$ cat src/rtl/lpeg_qadd.sv
`timescale 1ns / 1ps
// Registered saturating add.
module lpeg_qadd #(
	parameter int DW = 32
) (
	input  logic                 clk,
	input  logic                 en,
	input  logic signed [DW-1:0] a,
	input  logic signed [DW-1:0] b,
	output logic signed [DW-1:0] s
);
	logic signed [DW:0] sum;
	logic signed [DW-1:0] res;

	always_comb begin
		sum = {a[DW-1], a} + {b[DW-1], b};
		if (sum[DW] != sum[DW-1]) begin
			res = sum[DW] ? {1'b1, {(DW-1){1'b0}}} : {1'b0, {(DW-1){1'b1}}};
		end else begin
			res = sum[DW-1:0];
		end
	end

	always_ff @(posedge clk) begin
		if (en) begin
			s <= res;
		end
	end
endmodule

$ cat config.mk
export PLATFORM = sky130hd
export DESIGN_NAME = lpeg_qadd
export DESIGN_NICKNAME = d
export VERILOG_FILES = /design/src/rtl/lpeg_qadd.sv
export SDC_FILE = /design/constraint.sdc
export NUM_CORES = 1
export LEC_CHECK = 0
export BUFFER_PORTS_ARGS = -buffer_cell sky130_fd_sc_hd__buf_2
export CAP_MARGIN = 10
export CORE_MARGIN = 2
export CORE_UTILIZATION = 57
export CTS_CLUSTER_DIAMETER = 60
export CTS_CLUSTER_SIZE = 28
export DETAILED_ROUTE_END_ITERATION = 10
export PLACE_DENSITY = 0.86
export SETUP_SLACK_MARGIN = 0.3
export SYNTH_ARGS = -nofsm -noshare
export SYNTH_HDL_FRONTEND = slang
export SYNTH_SLANG_ARGS = --single-unit
$ cat constraint.sdc
create_clock -name clk -period 4.5 [get_ports clk]
set_input_delay 0.45 -clock clk [delete_from_list [all_inputs] [get_ports clk]]
set_output_delay 0.45 -clock clk [all_outputs]
set_load 0.02 [all_outputs]
# [Word level (Yosys, flattened, before mapping)]
# Index checks and enable logic that the tools add are counted.
[op_classes] add_sub_neg=1 eq_ne=1 mux=2
[ops] operator="$mux W32" n=2
[ops] operator="$add A32 B32 Y33" n=1
[ops] operator="$ne A1 B1 Y1" n=1
[totals] ff_bits=32 inputBits=66 wordCells=5

# [Depth between registers and ports, before layout]
[logic_depth] depth_word=3 ltp_mapped=12 ltp_nobuf=11

# [Worst setup path after synthesis]
# Ideal clock, no wire load.
[synth_path] kind="input to register" startpoint="in a[0]" endpoint="reg s[28], data pin" setup_ps=272 arrival_ps=2464 t_required_ps=4228 path_slack_ps=1764 cell_stages=11 n_path_buf=0 path_cell_list="ha_1 inv_1 fa_1 nand2b_1 a211oi_1 o21ai_0 a31o_1 nand2_1 a21oi_1 xor2_1 o21ai_0"
[synth_via] elab_chain_cells=3
[synth_lines] element="start, declared" line_no="8" source="input logic signed [DW-1:0] a,"
[synth_lines] element="$add A32 B32 Y33 (*)" line_no="16" source="sum = {a[DW-1], a} + {b[DW-1], b};"
[synth_lines] element="$mux W32 / $ne A1 B1 Y1 (equally long branches)" line_no="18, 17"
[synth_lines] element="$mux W32 (*)" line_no="17" source="if (sum[DW] != sum[DW-1]) begin"
[synth_lines] element="net res[28]" line_no="13" source="logic signed [DW-1:0] res;"
[synth_lines] element="end signal, assigned" line_no="26" source="s <= res;"
[synth_lines] element="end, declared" line_no="10" source="output logic signed [DW-1:0] s"
# The timed path passes the listed nets; every way through them passes the cells marked *.
# A chain may end at the register's enable or synchronous reset.

# [Worst setup path after layout]
[layout_path] startpoint="in a[0]" endpoint="reg s[30], data pin"
# Same word-level chain as after synthesis.

==> metrics.md <==
| Metric | Value |
|---|---|
| Post-cts resize count | 0 |
| Hold Slack | 0.6080 ns |
| Count of cell types in the netlist | 59 |
| Max cap viols | 0 |
| Measured slew at the worst slew-check pin | 0.7003 ns |
| Num CTS Buffers | 5 |
| Inst Count DP | 493 |
| Initial antenna violation count | 0 |
| Worst-path clk slew | 0.07 ns |
| Drt drc | 0 |
| N_diodes | 0 |
| Post-detail-place hpwl | 6472 um |
| Routed wl met2 | 3826 um |
| Nets | 527 |
| Top Ports | 98 |
| Max reg flops | 32 |
| Met1 Routed Length | 3367 um |
| Mean post-synth cell area | 9.352 um2 |
| Pwr dens | 329.0 nW/um2 |
| TritonRoute pass-1 iters | 5 |
| WP data required | 4.52 ns |
| FF+latch count, synth | 32 |
| Final hold violations | 0 |
| Post-Synthesis Cells | 337 |
| Leak | 1.626 nW |
| Worst setup EP type | flop |
| Setup Buffers After CTS | 0 |
| Post-synth ARST share | 0% |
| Area Growth Syn to Fin | 18.78% |
| FMAX | 316.5 MHz |
| Most flops, register | s |
| HP Class | input pin to flop |
| First-pass GRT wire length | 13,270 um |
| Post-DR wirelength/cell | 16.14 um |
| Synthesized net count | 436 |
| WL met3 | 705 um |
| Unrepaired setup endpoints after global routing | false |
| Non-filler cells, final | 501 |
| Final setup vio count | 0 |
| Worst-path fanout max | 6 |
| Crit-path cells | buf_2, ha_1, inv_1, fa_1, nand2b_1, a211oi_1, o21ai_0, a31o_1, nand2_1, a21oi_1, xor2_1, o21ai_0 |
| Critical path's slowest cell | xor2_1 |
| Core Area | 5439 um2 |
| DR top layer | met4 |
| Final WL | 8085 um |
| Clock Root Buffer | clkbuf_8 |
| Crit path max-delay family | compound AO/OA/AOI/OAI gates |
| Top cell by count, worst path | o21ai_0 |
| Setup TNS | 0 ns |
| Initial DRC count | 198 |
| PortBufs | 97 |
| TritonCTS clock tree | done |
| Critical Path Start Type | input pin |
| Starting Density | 57.95% |
| Via count | 3,075 |
| Vias in the first global route | 2,793 |
| Max rail drop VDD | 0.2035 mV |
| Tcrit/Tclk final | 70.22% |
| # hold bufs at CTS | 0 |
| Post-synth EDFFs | 32 |
| Post-route cell area | 3744 um2 |
| DIE AREA | 6140 um2 |
| Slew headroom | 53.31% |
| Max Slew Vio Count | 0 |
| Status | complete, no violations |
| Worst path bufs/invs | 2 |
| Antenna Nets Post-Route | 0 |
| Crit path kind | input pin to flop |
| GR Util All Layers | 27.11% |
| Chip Width | 78.36 um |
| Post-DP Area | 3656 um2 |
| Largest regs | s: 32 flops |
| Fin util | 68.83% |
| Max stage delay on crit path | 0.43 ns |
| Largest net degree at the start of global routing | 33 |
| Htree depth | 2 |
| Post-synth top flop | edfxtp_1 |
| Post-layout min period | 3.160 ns |
| Grt ovf | 0 |
| Seq/Total Area, Yosys | 30.49% |
| Synthesized cell area | 3152 um2 |
| Ys Warns | 0 |
| TritonCTS Sinks | 32 |
| # rows | 27 |
| Bufs on Longest Clock Path | 2 |
| Crit path DAT | 3.18 ns |
| Final Wtd Congestion | 1.016 |
| Routed vias/inst | 6.138 |
| Die Ht | 78.36 um |
| Layout cells sized above 1 | 30.30% |
## synth_stat cells (2+ instances only)
master,instances,share of area [%]
o21ai_1,6,0.95
buf_2,3,0.48
o31ai_1,3,0.71
buf_4,3,0.71
a31oi_1,5,0.99
a211oi_1,4,0.95
maj3_1,3,0.95
a21oi_2,10,2.8
nand2b_1,5,0.99
and2_1,2,0.40
o21bai_1,4,0.95
edfxtp_1,32,30
a41oi_1,2,0.56
nand4_1,7,1.4
nand2_1,29,3.5
a211o_1,2,0.56
xor2_1,16,4.4
a21o_1,9,2.1
nor3_1,4,0.64
inv_1,12,1.4
o211ai_1,4,0.95
o21ai_0,21,3.3
o21a_1,4,0.95
clkbuf_1,6,0.71
a21oi_1,40,6.4
ha_1,32,13
and3_1,4,0.79
nor2_1,14,1.7
xnor2_1,11,3.1
nor2b_1,3,0.60
nand3_1,9,1.4
## worst paths after layout
path | start | endpoint | slack, ns | cells after the start
hold / removal | b[0] | s[0]$_DFFE_PP_ | 0.61 | 4
setup / recovery | a[0] | s[30]$_DFFE_PP_ | 1.34 | 12
## stage by stage
step | total power (W) | setup WS [ns]
global route | 0.001301 | 1.166
floorplan | 0.0008549 | 1.764
finish | 0.001232 | 1.340
global placement | 0.0009974 | 1.295
CTS | 0.001226 | 1.425
detailed placement | 0.001013 | 1.166
## layout make-up
type	instances	area, um2
tap	72	90.09
multi-input combinational	280	2074
timing repair buffer	97	485.5
clock inverter	3	18.77
sequential	32	960.9
clock buffer	5	68.82
fill	435	1695
inverter	12	45.04
## per-layer routing
metal  vias to the layer above  track usage, %
li1                       1462               -
met4                         0           8.421
met2                       184           44.48
met1                      1407           37.05
met3                        22           4.138
met5                         -               0
## power by group
group | total (W) | switching (W) | internal, W
registers | 0.000432 | 0.0000179 | 0.000415
logic | 0.000583 | 0.000365 | 0.000218
clock network | 0.000216 | 0.000109 | 0.000107
## placed cells by master, fill, tap and decap left out, types with 2 or more instances in the layout
| cell type | netlist | routed |
|---|---|---|
| nand4_1 | 7 | 7 |
| nor2b_1 | 3 | 3 |
| inv_1 | 12 | 12 |
| ha_1 | 32 | 32 |
| edfxtp_1 | 32 | 32 |
| a21o_1 | 9 | 9 |
| nor2_1 | 14 | 14 |
| a31oi_1 | 5 | 5 |
| o21ai_1 | 6 | 6 |
| clkbuf_8 | 0 | 5 |
| o21a_1 | 4 | 4 |
| o31ai_1 | 3 | 3 |
| a211oi_1 | 4 | 4 |
| xor2_1 | 16 | 16 |
| and2_1 | 2 | 2 |
| maj3_1 | 3 | 3 |
| a41oi_1 | 2 | 2 |
| a211o_1 | 2 | 2 |
| a21oi_2 | 10 | 10 |
| and3_1 | 4 | 4 |
| xnor2_1 | 11 | 11 |
| o21ai_0 | 21 | 21 |
| buf_2 | 3 | 97 |
| a21oi_1 | 40 | 40 |
| o211ai_1 | 4 | 4 |
| nand2b_1 | 5 | 5 |
| o21bai_1 | 4 | 4 |
| nand3_1 | 9 | 9 |
| clkinv_2 | 0 | 2 |
| nor3_1 | 4 | 4 |
| nand2_1 | 29 | 29 |
## cell families after synthesis
group	after synthesis	share of synthesized area, %
AOI/OAI and AO/OA	134	30.25
and+or+nand+nor	81	12.58
adders and majority gates	36	14.29
DFF	32	30.49
xor gates and xnor gates	28	8.376
buffers and inverters	25	3.692
muxes	1	0.3176
Power figures use the tool's default switching activity.
